### src/hw/rtl/cfr_pkg.sv
// Package for the command frame receiver: constants, phase and state types,
// and the serial CRC step. No dependencies.
package cfr_pkg;

  localparam int NAME_LEN_DEF    = 16;
  localparam int NUM_COLORS_DEF  = 8;
  localparam int NUM_ARGS_DEF    = 8;
  localparam int NUM_OPTIONS_DEF = 4;

  localparam logic [7:0] CRC_POLY = 8'h8C;

  localparam logic [7:0] CMD_IDENTIFY = 8'h00;
  localparam logic [7:0] CMD_ARG      = 8'h01;
  localparam logic [7:0] CMD_COLOR    = 8'h03;
  localparam logic [7:0] CMD_OPTION   = 8'h04;
  localparam logic [7:0] CMD_NAME     = 8'h05;
  localparam logic [7:0] CMD_SAVE     = 8'h06;
  localparam logic [7:0] TX_IDENT_TYPE = 8'h03;

  localparam logic [2:0] ERR_OK      = 3'd0;
  localparam logic [2:0] ERR_UNKNOWN = 3'd1;
  localparam logic [2:0] ERR_RANGE   = 3'd2;
  localparam logic [2:0] ERR_SHORT   = 3'd3;
  localparam logic [2:0] ERR_CRC     = 3'd4;

  typedef enum logic [1:0] {
    PH_LEN,
    PH_CRC,
    PH_DATA
  } phase_t;

  typedef enum logic [2:0] {
    ST_IDLE,
    ST_CRC,
    ST_STATUS,
    ST_TX_TYPE,
    ST_TX_NAME
  } state_t;

  // One bit step of the reflected CRC.
  function automatic logic [7:0] crc_bit(input logic [7:0] crc, input logic din);
    logic [7:0] shifted;
    shifted = {1'b0, crc[7:1]};
    return (crc[0] ^ din) ? (shifted ^ CRC_POLY) : shifted;
  endfunction

endpackage

### src/hw/rtl/command_frame_receiver_unit.sv
// Top level of the command frame receiver: frame parser, bit-serial CRC,
// command execution and result output register. Depends on cfr_pkg.
//
//   channel   direction  signals
//   input     in         in_valid, in_ready, rx_byte
//   result    out        out_valid, out_ready, item_kind .. last_item
//   config    in         cfg_we, cfg_wdata (crc_enforce)
//
// Each payload byte is accepted, then shifted through the CRC shifter, one bit per
// cycle; length and CRC bytes are only accepted. A frame end issues a status
// word, and identify then one word per sent byte.
// Reset is synchronous and clears the parser, CRC and the color, argument, option and name stores.
// A stalled output holds its word; no new byte is accepted while a word waits.
module command_frame_receiver_unit #(
  parameter int NAME_LEN    = cfr_pkg::NAME_LEN_DEF,
  parameter int NUM_COLORS  = cfr_pkg::NUM_COLORS_DEF,
  parameter int NUM_ARGS    = cfr_pkg::NUM_ARGS_DEF,
  parameter int NUM_OPTIONS = cfr_pkg::NUM_OPTIONS_DEF
) (
  input  logic       clk,
  input  logic       rst,
  input  logic       in_valid,
  output logic       in_ready,
  input  logic [7:0] rx_byte,
  output logic       out_valid,
  input  logic       out_ready,
  output logic       item_kind,
  output logic [7:0] tx_byte,
  output logic       crc_match,
  output logic [7:0] command_code,
  output logic       save_request,
  output logic [2:0] error_code,
  output logic       last_item,
  input  logic       cfg_we,
  input  logic       cfg_wdata
);
  import cfr_pkg::*;

  localparam int PAY_DEPTH = (NAME_LEN + 1) > 5 ? (NAME_LEN + 1) : 5;
  localparam int NW = $clog2(NAME_LEN + 1);
  localparam int PW = $clog2(PAY_DEPTH + 1);
  // Index widths for the stores.
  localparam int PIW = $clog2(PAY_DEPTH);
  localparam int NIW = (NAME_LEN > 1) ? $clog2(NAME_LEN) : 1;
  localparam int AIW = (NUM_ARGS > 1) ? $clog2(NUM_ARGS) : 1;
  localparam int CIW = (NUM_COLORS > 1) ? $clog2(NUM_COLORS) : 1;
  localparam int OIW = (NUM_OPTIONS > 1) ? $clog2(NUM_OPTIONS) : 1;

  logic       crc_enforce;
  phase_t     phase;
  state_t     state, state_next;
  logic [7:0] bytes_left, payload_length, expected_crc, running_crc;
  logic [7:0] shreg;
  logic [2:0] bit_cnt;
  logic [PW-1:0] pos;
  logic [7:0] pbuf [PAY_DEPTH];
  logic [23:0] colors [NUM_COLORS];
  logic [7:0] args [NUM_ARGS];
  logic [7:0] opts [NUM_OPTIONS];
  logic [7:0] name [NAME_LEN];
  logic [NW-1:0] name_idx;
  logic [NW-1:0] name_idx_inc;

  // Output register.
  logic       o_kind, o_match, o_save, o_last;
  logic [7:0] o_tx, o_cmd;
  logic [2:0] o_err;

  logic out_free;
  assign out_free = !out_valid || out_ready;
  assign in_ready = (state == ST_IDLE) && !out_valid;
  logic acc;
  assign acc = in_valid && in_ready;

  // Frame decode at end of frame.
  logic       match, exec, ident;
  logic [7:0] cmd, idx;
  logic [2:0] err;
  logic       save;
  always_comb begin
    match = (running_crc == expected_crc);
    cmd   = (payload_length != 8'd0) ? pbuf[0] : 8'd0;
    idx   = (payload_length > 8'd1) ? pbuf[1] : 8'd0;
    err   = ERR_OK;
    save  = 1'b0;
    ident = 1'b0;
    exec  = 1'b0;
    if (crc_enforce && !match) begin
      err = ERR_CRC;
    end else if (payload_length == 8'd0) begin
      err = ERR_SHORT;
    end else begin
      exec = 1'b1;
      case (cmd)
        CMD_IDENTIFY: ident = 1'b1;
        CMD_ARG: begin
          if (payload_length < 8'd3) err = ERR_SHORT;
          else if (32'(idx) >= NUM_ARGS) err = ERR_RANGE;
        end
        CMD_COLOR: begin
          if (payload_length < 8'd5) err = ERR_SHORT;
          else if (32'(idx) >= NUM_COLORS) err = ERR_RANGE;
        end
        CMD_OPTION: begin
          if (payload_length < 8'd3) err = ERR_SHORT;
          else if (32'(idx) >= NUM_OPTIONS) err = ERR_RANGE;
        end
        CMD_NAME: ;
        CMD_SAVE: save = 1'b1;
        default: err = ERR_UNKNOWN;
      endcase
    end
  end

  // The name ends at the store's depth or at its first zero byte.
  logic name_end;
  assign name_end = (32'(name_idx) >= NAME_LEN) ||
                    (name[name_idx[NIW-1:0]] == 8'd0);
  assign name_idx_inc = name_idx + 1'b1;

  // A new word is loaded into the output register in this cycle.
  logic out_load;
  assign out_load = out_free && ((state == ST_STATUS) || (state == ST_TX_TYPE) ||
                                 (state == ST_TX_NAME && !name_end));

  always_comb begin
    state_next = state;
    case (state)
      ST_IDLE: begin
        if (acc && phase == PH_DATA) state_next = ST_CRC;
        else if (acc && phase == PH_CRC && payload_length == 8'd0) state_next = ST_STATUS;
      end
      ST_CRC: if (bit_cnt == 3'd7 && bytes_left == 8'd0) state_next = ST_STATUS;
              else if (bit_cnt == 3'd7) state_next = ST_IDLE;
      ST_STATUS: if (out_free) state_next = ident ? ST_TX_TYPE : ST_IDLE;
      ST_TX_TYPE: if (out_free) state_next = ST_TX_NAME;
      ST_TX_NAME: if (out_free && name_end) state_next = ST_IDLE;
      default: state_next = ST_IDLE;
    endcase
  end

  always_ff @(posedge clk) begin
    if (rst) state <= ST_IDLE;
    else state <= state_next;
  end

  always_ff @(posedge clk) begin
    if (rst) begin
      crc_enforce <= 1'b0;
      phase <= PH_LEN;
      bytes_left <= '0;
      payload_length <= '0;
      expected_crc <= '0;
      running_crc <= '0;
      out_valid <= 1'b0;
      bit_cnt <= '0;
      pos <= '0;
      name_idx <= '0;
      for (int i = 0; i < NUM_COLORS; i++) colors[i] <= '0;
      for (int i = 0; i < NUM_ARGS; i++) args[i] <= '0;
      for (int i = 0; i < NUM_OPTIONS; i++) opts[i] <= '0;
      for (int i = 0; i < NAME_LEN; i++) name[i] <= '0;
    end else begin
      if (cfg_we) crc_enforce <= cfg_wdata;
      if (out_load) out_valid <= 1'b1;
      else if (out_ready) out_valid <= 1'b0;
      case (state)
        ST_IDLE: begin
          if (acc) begin
            case (phase)
              PH_LEN: begin
                payload_length <= rx_byte;
                bytes_left <= rx_byte;
                phase <= PH_CRC;
              end
              PH_CRC: begin
                expected_crc <= rx_byte;
                running_crc <= '0;
                pos <= '0;
                phase <= (payload_length == 8'd0) ? PH_LEN : PH_DATA;
              end
              default: begin
                if (32'(pos) < PAY_DEPTH) begin
                  pbuf[pos[PIW-1:0]] <= rx_byte;
                  pos <= pos + 1'b1;
                end
                shreg <= rx_byte;
                bit_cnt <= '0;
                bytes_left <= bytes_left - 8'd1;
              end
            endcase
          end
        end
        ST_CRC: begin
          running_crc <= crc_bit(running_crc, shreg[0]);
          shreg <= {1'b0, shreg[7:1]};
          bit_cnt <= bit_cnt + 3'd1;
          if (bit_cnt == 3'd7 && bytes_left == 8'd0) phase <= PH_LEN;
        end
        ST_STATUS: begin
          if (out_free) begin
            o_kind <= 1'b0; o_tx <= '0; o_match <= match; o_cmd <= cmd;
            o_save <= save; o_err <= err; o_last <= !ident;
            name_idx <= '0;
            if (exec && err == ERR_OK) begin
              case (cmd)
                CMD_ARG: args[idx[AIW-1:0]] <= pbuf[2];
                CMD_OPTION: opts[idx[OIW-1:0]] <= pbuf[2];
                CMD_COLOR: colors[idx[CIW-1:0]] <= {pbuf[2], pbuf[3], pbuf[4]};
                CMD_NAME: begin
                  for (int i = 0; i < NAME_LEN; i++)
                    if (i + 1 < 32'(payload_length)) name[i] <= pbuf[i + 1];
                end
                default: ;
              endcase
            end
          end
        end
        ST_TX_TYPE: begin
          if (out_free) begin
            o_kind <= 1'b1; o_tx <= TX_IDENT_TYPE; o_match <= 1'b0; o_cmd <= '0;
            o_save <= 1'b0; o_err <= ERR_OK; o_last <= name_end;
            // Peek: if the name is empty this is the last word.
          end
        end
        ST_TX_NAME: begin
          if (out_free && !name_end) begin
            o_kind <= 1'b1; o_tx <= name[name_idx[NIW-1:0]];
            o_match <= 1'b0; o_cmd <= '0; o_save <= 1'b0; o_err <= ERR_OK;
            o_last <= (32'(name_idx_inc) >= NAME_LEN) ||
                      (name[name_idx_inc[NIW-1:0]] == 8'd0);
            name_idx <= name_idx_inc;
          end
        end
        default: ;
      endcase
    end
  end

  assign item_kind = o_kind;
  assign tx_byte = o_tx;
  assign crc_match = o_match;
  assign command_code = o_cmd;
  assign save_request = o_save;
  assign error_code = o_err;
  assign last_item = o_last;

`ifndef NO_ASSERTIONS
  a_no_accept_busy: assert property (@(posedge clk) disable iff (rst)
    (state != ST_IDLE) |-> !in_ready) else $error("byte taken while busy");
  a_tx_clean: assert property (@(posedge clk) disable iff (rst)
    (out_valid && item_kind) |-> (error_code == ERR_OK && !save_request))
    else $error("transmit word carries status");
  a_crc_len: assert property (@(posedge clk) disable iff (rst)
    (state == ST_CRC) |=> (state == ST_CRC || bit_cnt == 3'd0)) else $error("crc count");
`endif
endmodule
### config.mk
export PLATFORM = sky130hd
export DESIGN_NAME = command_frame_receiver_unit
export DESIGN_NICKNAME = d
export VERILOG_FILES = /design/src/hw/rtl/cfr_pkg.sv /design/src/hw/rtl/command_frame_receiver_unit.sv
export SDC_FILE = /design/constraint.sdc
export NUM_CORES = 1
export LEC_CHECK = 0
export BUFFER_PORTS_ARGS = -buffer_cell sky130_fd_sc_hd__buf_4
export CAP_MARGIN = 5
export CORE_AREA = 4 4 286 218
export CTS_CLUSTER_DIAMETER = 80
export CTS_CLUSTER_SIZE = 24
export DETAILED_ROUTE_END_ITERATION = 6
export DIE_AREA = 0 0 290 222
export PLACE_DENSITY = 0.39
export SYNTH_ARGS = -nofsm -noshare
export SYNTH_HDL_FRONTEND = slang
export SYNTH_SLANG_ARGS = --single-unit
export TNS_END_PERCENT = 5
### constraint.sdc
create_clock -name clk -period 5.83 [get_ports clk]
set_input_delay 1.166 -clock clk [delete_from_list [all_inputs] [get_ports clk]]
set_output_delay 1.166 -clock clk [all_outputs]
set_load 0.01 [all_outputs]
==> flow_metrics.tcl, run 1 <==
set metrics [dict create \
    routed-via-count 8800 \
    drv_cap 0 \
    gp_congestion 0.829 \
    rsz0062_at_grt "no" \
    cts_num_sinks 351 \
    viasPerCell 4.61 \
    preCtsSetupSlack_ps 2040 \
    path_class "reg -> reg" \
    crit_path_end_kind "flip-flop" \
    maxSlewViolCount 0 \
    synth-compound-area-share_pct 6.58 \
    synth.most_common_cell "edfxtp_1" \
    root_buffer "clkbuf_16" \
    drive_gt1_share_pct 13.5 \
    rows 78 \
    cts-buffers-inserted 18 \
    overflow 0 \
    worst_pin_slew_ps 1070 \
    h-tree-depth 1 \
    finalSetupViolations 0 \
    synth_xor_area_share_pct 1.01 \
    critPathRequiredTime_ps 6090 \
    ant_nets 0 \
    fin_worst_skew_ps 32.6 \
    crit_arrival_ps 3790 \
    clk_latency_ps 550 \
    fp.coreArea_um2 59700 \
    synth_area_um2 14800 \
    tritoncts "built" \
    synth_mux_area_share_pct 5.61 \
    fmax_mhz 283 \
    initial_core_util_pct 24.7 \
    min_to "expected_crc[2]" \
    yosys_most_used_dff "edfxtp_1" \
    drtPass1Iterations 5 \
    fin_crit_sh_pct 60.6 \
    slew-limit-headroom_pct 27.9 \
    port_buffers 38 \
    wirelength_um 42200 \
    wl_per_cell_um 22.1 \
    outcome "complete, no violations" \
    synthCells 1063 \
    ys.warnings.count 0 \
    ios 39 \
    tns_ps 0 \
    dp_hpwl_um 28800 \
    synth_top_area_share_pct 59.9 \
    synth_top_family_by_area "simple AND/OR/NAND/NOR gates" \
    dieArea_um2 64400 \
    drc 0 \
    yosys-top-cells-area "edfxtp_1 60%, dfxtp_1 7.6%, mux4_2 4.9%" \
    syn_nets 1086 \
    synth_area_per_cell_um2 13.9 \
    fin_crit_ps 3530 \
    hold_path_depth 2 \
    synth-simple-area-share_pct 16.2 \
    ctsHoldBuffers 0 \
    nets 1119 \
    final_cells 1909 \
    ys_types 71 \
    clk_pin_slew_ps 100 \
    ys_ff_latch 351 \
    rr_endpoint "tx_byte[5]" \
    leakage_nw 5.40 \
    rr_worst_depth 9 \
    die_h_um 222 \
    clk_path_buf_depth 3 \
    vdd_ir_drop_max_uv 178 \
    grt_pass1_wl_um 61900 \
    reg2reg_slack_ps 2300 \
    grt_pass1_vias 8649 \
    die_x_um 290 \
    dpl.cell_count 1876 \
    async_flop_share_pct 0 \
    worst-path-max-fanout 23 \
    finalHoldViolations 0 \
    grt_antenna_before_repair 2 \
    initialDrtViolationCount 775 \
    yosysTopAreaCell "edfxtp_1" \
    post_cts_buffers 0 \
    cellPowerDensity_nw_per_um2 335 \
    worstSetupStartpointType "flip-flop" \
    worst_slack_ps 2300 \
    synthAdderAreaFrac_pct 0.762 \
    synth-seq-area-share_pct 67.5 \
    areaGrowthSynthToFinish_pct 11.8 \
    cts_repair_resize_count 0 \
    track_usage_pct 12.8 \
    hold_class "reg -> reg" \
    synth_edf_count 295 \
    yosys-top-cells-count "295 x edfxtp_1, 102 x nand2_1, 92 x and2_1" \
    grt_max_degree 58 \
    hp-start "expected_crc[2]" \
]
## final cells by class
| cell class | instances | area (um^2) |
|---|---|---|
| multi-input combinational | 653 | 4470 |
| timing repair buffer | 62 | 465 |
| inverter | 10 | 37.5 |
| tap | 800 | 1000 |
| clock inverter | 3 | 43.8 |
| fill | 6138 | 43200 |
| antenna | 1 | 2.50 |
| sequential | 351 | 9980 |
| clock buffer | 29 | 513 |
## flip-flops by register name (all words and copies together), names as in the netlist, 5 cells and up, named ones only
name,count
pbuf,136
name,128
pos,5
tx_byte,8
bytes_left,8
name_idx,5
payload_length,8
expected_crc,8
running_crc,8
shreg,8
command_code,8
## worst max-delay path: stages, from the launching register on
cell and delay, ps:
dfxtp_2 650, buf_4 360, mux4_1 590, a22oi_1 400, nand2_1 170, nor4_4 390, a21oi_1 150, nand2_1 180
a211oi_4 80, buf_4 270
## power by group
part / internal (mW) / switching [mW] / total (mW)
sequential: 2.88 / 0.171 / 3.05
combinational: 0.343 / 0.666 / 1.01
clock: 0.662 / 0.814 / 1.48
## metrics by stage
step / instance area (um^2) / hold slack [ps] / util (%) / total power [mW]
after floorplan: 14800 / 444 / - / 3.73
after global placement: 16000 / 456 / 26.7 / 4.12
after detailed placement: 16000 / 462 / 26.7 / 4.12
after CTS: 16500 / 477 / 27.6 / 5.61
after global routing: 16500 / 493 / 27.6 / 5.85
final: 16500 / 474 / 27.7 / 5.54
## routing by layer
metal / part of all wire (%) / up-vias / track usage, %
met2: 42 / 178 / 18.4
met3: 4.2 / 35 / 2.16
met1: 53 / 4561 / 20.4
met4: 1.4 / 0 / 1.74
met5: 0 / - / 0
li1: - / 4026 / -
## worst max-delay path by stage
stage                            endpoint  slack (ps)  cells past startpoint
final                          tx_byte[5]        2300                      9
after global routing           tx_byte[5]        2130                      9
after CTS                      tx_byte[5]        2290                      9
after detailed placement       name[8][1]        2040                      6
after global placement         name[8][0]        2130                      6
after floorplan           command_code[0]        1930                      4
## placed cells by master (no fill, tap or decap), types with 3 or more instances in the layout
master	Yosys	routed
xor2_1	16	16
o41ai_1	5	5
nor2b_1	54	54
o22ai_1	4	4
o211ai_1	6	6
nand2b_1	7	7
a22oi_1	24	24
ha_1	9	9
nor4_1	28	28
buf_4	2	62
o21ai_1	3	3
and2_1	92	92
clkbuf_16	0	19
or2_2	4	4
a211oi_1	7	6
edfxtp_1	295	295
or3_1	5	5
or4_1	7	7
clkbuf_1	29	10
nand3b_1	7	7
nor2_1	70	70
nor3_2	11	11
inv_1	10	10
mux2i_1	3	3
a31oi_1	8	8
a41oi_1	4	4
nand3_1	12	12
nand4_1	3	3
mux4_2	32	32
a21oi_1	48	48
o21ai_0	28	28
dfxtp_1	56	54
nand2_1	102	102
nor3_1	13	13
## cells by family (layout without fill, tap and decap cells)
group / count (synthesis) / in the layout
adders and majority gates: 9 / 9
DFF: 351 / 351
buffers and inverters: 59 / 104
other: 0 / 1
muxes: 39 / 39
AOI/OAI and AO/OA: 153 / 153
and+or+nand+nor: 435 / 435
xor gates and xnor gates: 17 / 17
(Power assumes the default switching activity.)
==> run 2, diff against run 1 <==
Settings changed: ABC_AREA set to 1, CORE_AREA 4 4 286 218 to 4 4 293 223, DIE_AREA 0 0 290 222 to 0 0 297 227, PLACE_DENSITY 0.39 to 0.4.
Clock period 5.83 ns to 3.05 ns, I/O delays scaled along.
==> flow_metrics.tcl, run 2 <==
set metrics [dict create \
    dp_hpwl_um 31900 \
    nets 1651 \
    postPlaceCellArea_um2 17000 \
    outcome "complete, no violations" \
    wl_per_cell_um 18.2 \
    drv_cap 0 \
    async_flop_share_pct 0 \
    total_power_mw 13.8 \
    ctsHoldBuffers 0 \
    rsz0062_at_grt "no" \
    yosys_most_used_dff "edfxtp_1" \
    yosys-top-cells-count "295 x edfxtp_1, 289 x inv_1, 261 x nand2_1" \
    gp_congestion 0.832 \
    path_class "reg -> reg" \
    leakage_nw 7.09 \
    tritoncts "built" \
    synth-seq-area-share_pct 64.3 \
    layout_commonest_cell "edfxtp_1" \
    viasPerCell 4.36 \
    cts_num_sinks 351 \
    drive_gt1_share_pct 9.63 \
    grt_pass1_vias 10325 \
    num-fill-cells 6538 \
    rows 79 \
    clk_latency_ps 560 \
    drtPass1Iterations 5 \
    cts_repair_resize_count 0 \
    ys.warnings.count 0 \
    vdd_ir_drop_max_uv 404 \
    fin_crit_sh_pct 93.6 \
    synth_area_per_cell_um2 9.92 \
    grt_max_degree 62 \
    post_cts_buffers 0 \
    worst_pin_slew_ps 745 \
    areaGrowthSynthToFinish_pct 13.0 \
    root_buffer "clkbuf_16" \
    worst-path-max-fanout 8 \
    critPathRequiredTime_ps 3320 \
    synth_xor_area_share_pct 0.846 \
    drc 0 \
    h-tree-depth 1 \
    overflow 0 \
    synth_edf_count 295 \
    synth.most_common_cell "edfxtp_1" \
    crit_arrival_ps 3120 \
    initialDrtViolationCount 942 \
    hold_class "in -> reg" \
    synthCells 1566 \
    synth_top_family_by_area "simple AND/OR/NAND/NOR gates" \
    slew-limit-headroom_pct 49.8 \
    fp.coreArea_um2 62000 \
    cellPowerDensity_nw_per_um2 785 \
    die_x_um 297 \
    fmax_mhz 350 \
    syn_nets 1589 \
    yosysTopAreaCell "edfxtp_1" \
    preCtsSetupSlack_ps 127 \
    cts-buffers-inserted 18 \
    ant_nets 0 \
    port_buffers 38 \
    wirelength_um 44800 \
    worstSetupStartpointType "flip-flop" \
    ys_ff_latch 351 \
    clk_path_buf_depth 3 \
    yosys-top-cells-area "edfxtp_1 57%, dfxtp_1 7.2%, inv_1 7.0%" \
    track_usage_pct 13.1 \
    ys_types 49 \
    synth-simple-area-share_pct 20.5 \
    ios 39 \
    grt_pass1_wl_um 66800 \
    fin_area_um2 17600 \
    synth_area_um2 15500 \
    final_cell_mix "295 x edfxtp_1, 288 x inv_1, 261 x nand2_1, 230 x nor2_1, 117 x nand3_1" \
    maxSlewViolCount 0 \
    worst_slack_ps 194 \
    initial_core_util_pct 25.1 \
    dieArea_um2 67400 \
    grt_antenna_before_repair 4 \
    routed-via-count 10694 \
    largest_reg_flops 136 \
    finalHoldViolations 0 \
    synth-compound-area-share_pct 4.82 \
    fin_worst_skew_ps 29.6 \
    synth_mux_area_share_pct 0 \
    crit_path_end_kind "flip-flop" \
    fin_crit_ps 2860 \
    finalSetupViolations 0 \
    synth_top_area_share_pct 57.1 \
    die_h_um 227 \
    clk_pin_slew_ps 110 \
    tns_ps 0 \
    synthAdderAreaFrac_pct 0.725 \
]
==> run 2: changes by cell type after synthesis, sizes merged, moves of 32 or more <==
cell   before  now
nor2       72  239
o21ai      31   63
and2       92    0
nor2b      54    0
mux4       34    0
nand2     103  269
inv        10  298
nand3      12  123
==> run 2: power by group <==
part	internal [mW]	switching (mW)	total, mW	leakage (nW)
Clock	1.19	1.58	2.77	0.253
Combinational	1.45	3.44	4.89	3.57
Sequential	5.79	0.321	6.11	3.27
==> run 2: metrics by stage <==
step / hold slack, ps / std cells / utilization, %
after CTS: 203 / 2450 / 28.3
after global routing: 211 / 2450 / 28.3
after detailed placement: 464 / 2418 / 27.4
final: 237 / 2454 / 28.3
after floorplan: 443 / 1566 / -
after global placement: 454 / 2418 / 27.4
==> run 2: layout make-up <==
type                    count  area [um^2]  area share (%)
flip-flops and latches    351         9980            56.9
multi-input cells         868         4180            23.8
inverters                 299         1120            6.41
well taps                 810         1010            5.77
repair buffers             90          713            4.06
clock buffers              31          520            2.97
diodes                      4         10.0          0.0570
clock inverters             1         8.76          0.0499
==> run 2: logic make-up after synthesis <==
| group | count (synthesis) |
|---|---|
| DFF | 351 |
| and+or+nand+nor | 711 |
| AOI/OAI and AO/OA | 133 |
| xor gates and xnor gates | 15 |
| adders and majority gates | 9 |
| buffers and inverters | 347 |
==> run 2: path summary, 6_finish.rpt <==
check,startpoint,endpoint,slack [ps],depth (start not counted)
max reg2reg,state[0],pbuf[2][1],190,11
min reg2reg,bit_cnt[1],bit_cnt[1],480,2
min,cfg_we,crc_enforce,240,2
max,state[0],pbuf[2][1],190,11
==> run 2: worst max-delay path, stage by stage (launching register included) <==
cell and delay, ps:
dfxtp_1 350, nor2_1 180, nand2_2 110, nor3_2 280, inv_2 150, nor3_1 280, inv_1 120, nor2_2 170
nand2_1 100, buf_4 140, nor2_1 420, buf_4 280
==> run 2: routing by layer <==
layer	wire [um]	GRT usage, %
met5	0	0
met4	490	1.72
met3	2310	2.35
met1	24000	21.0
met2	18000	18.5
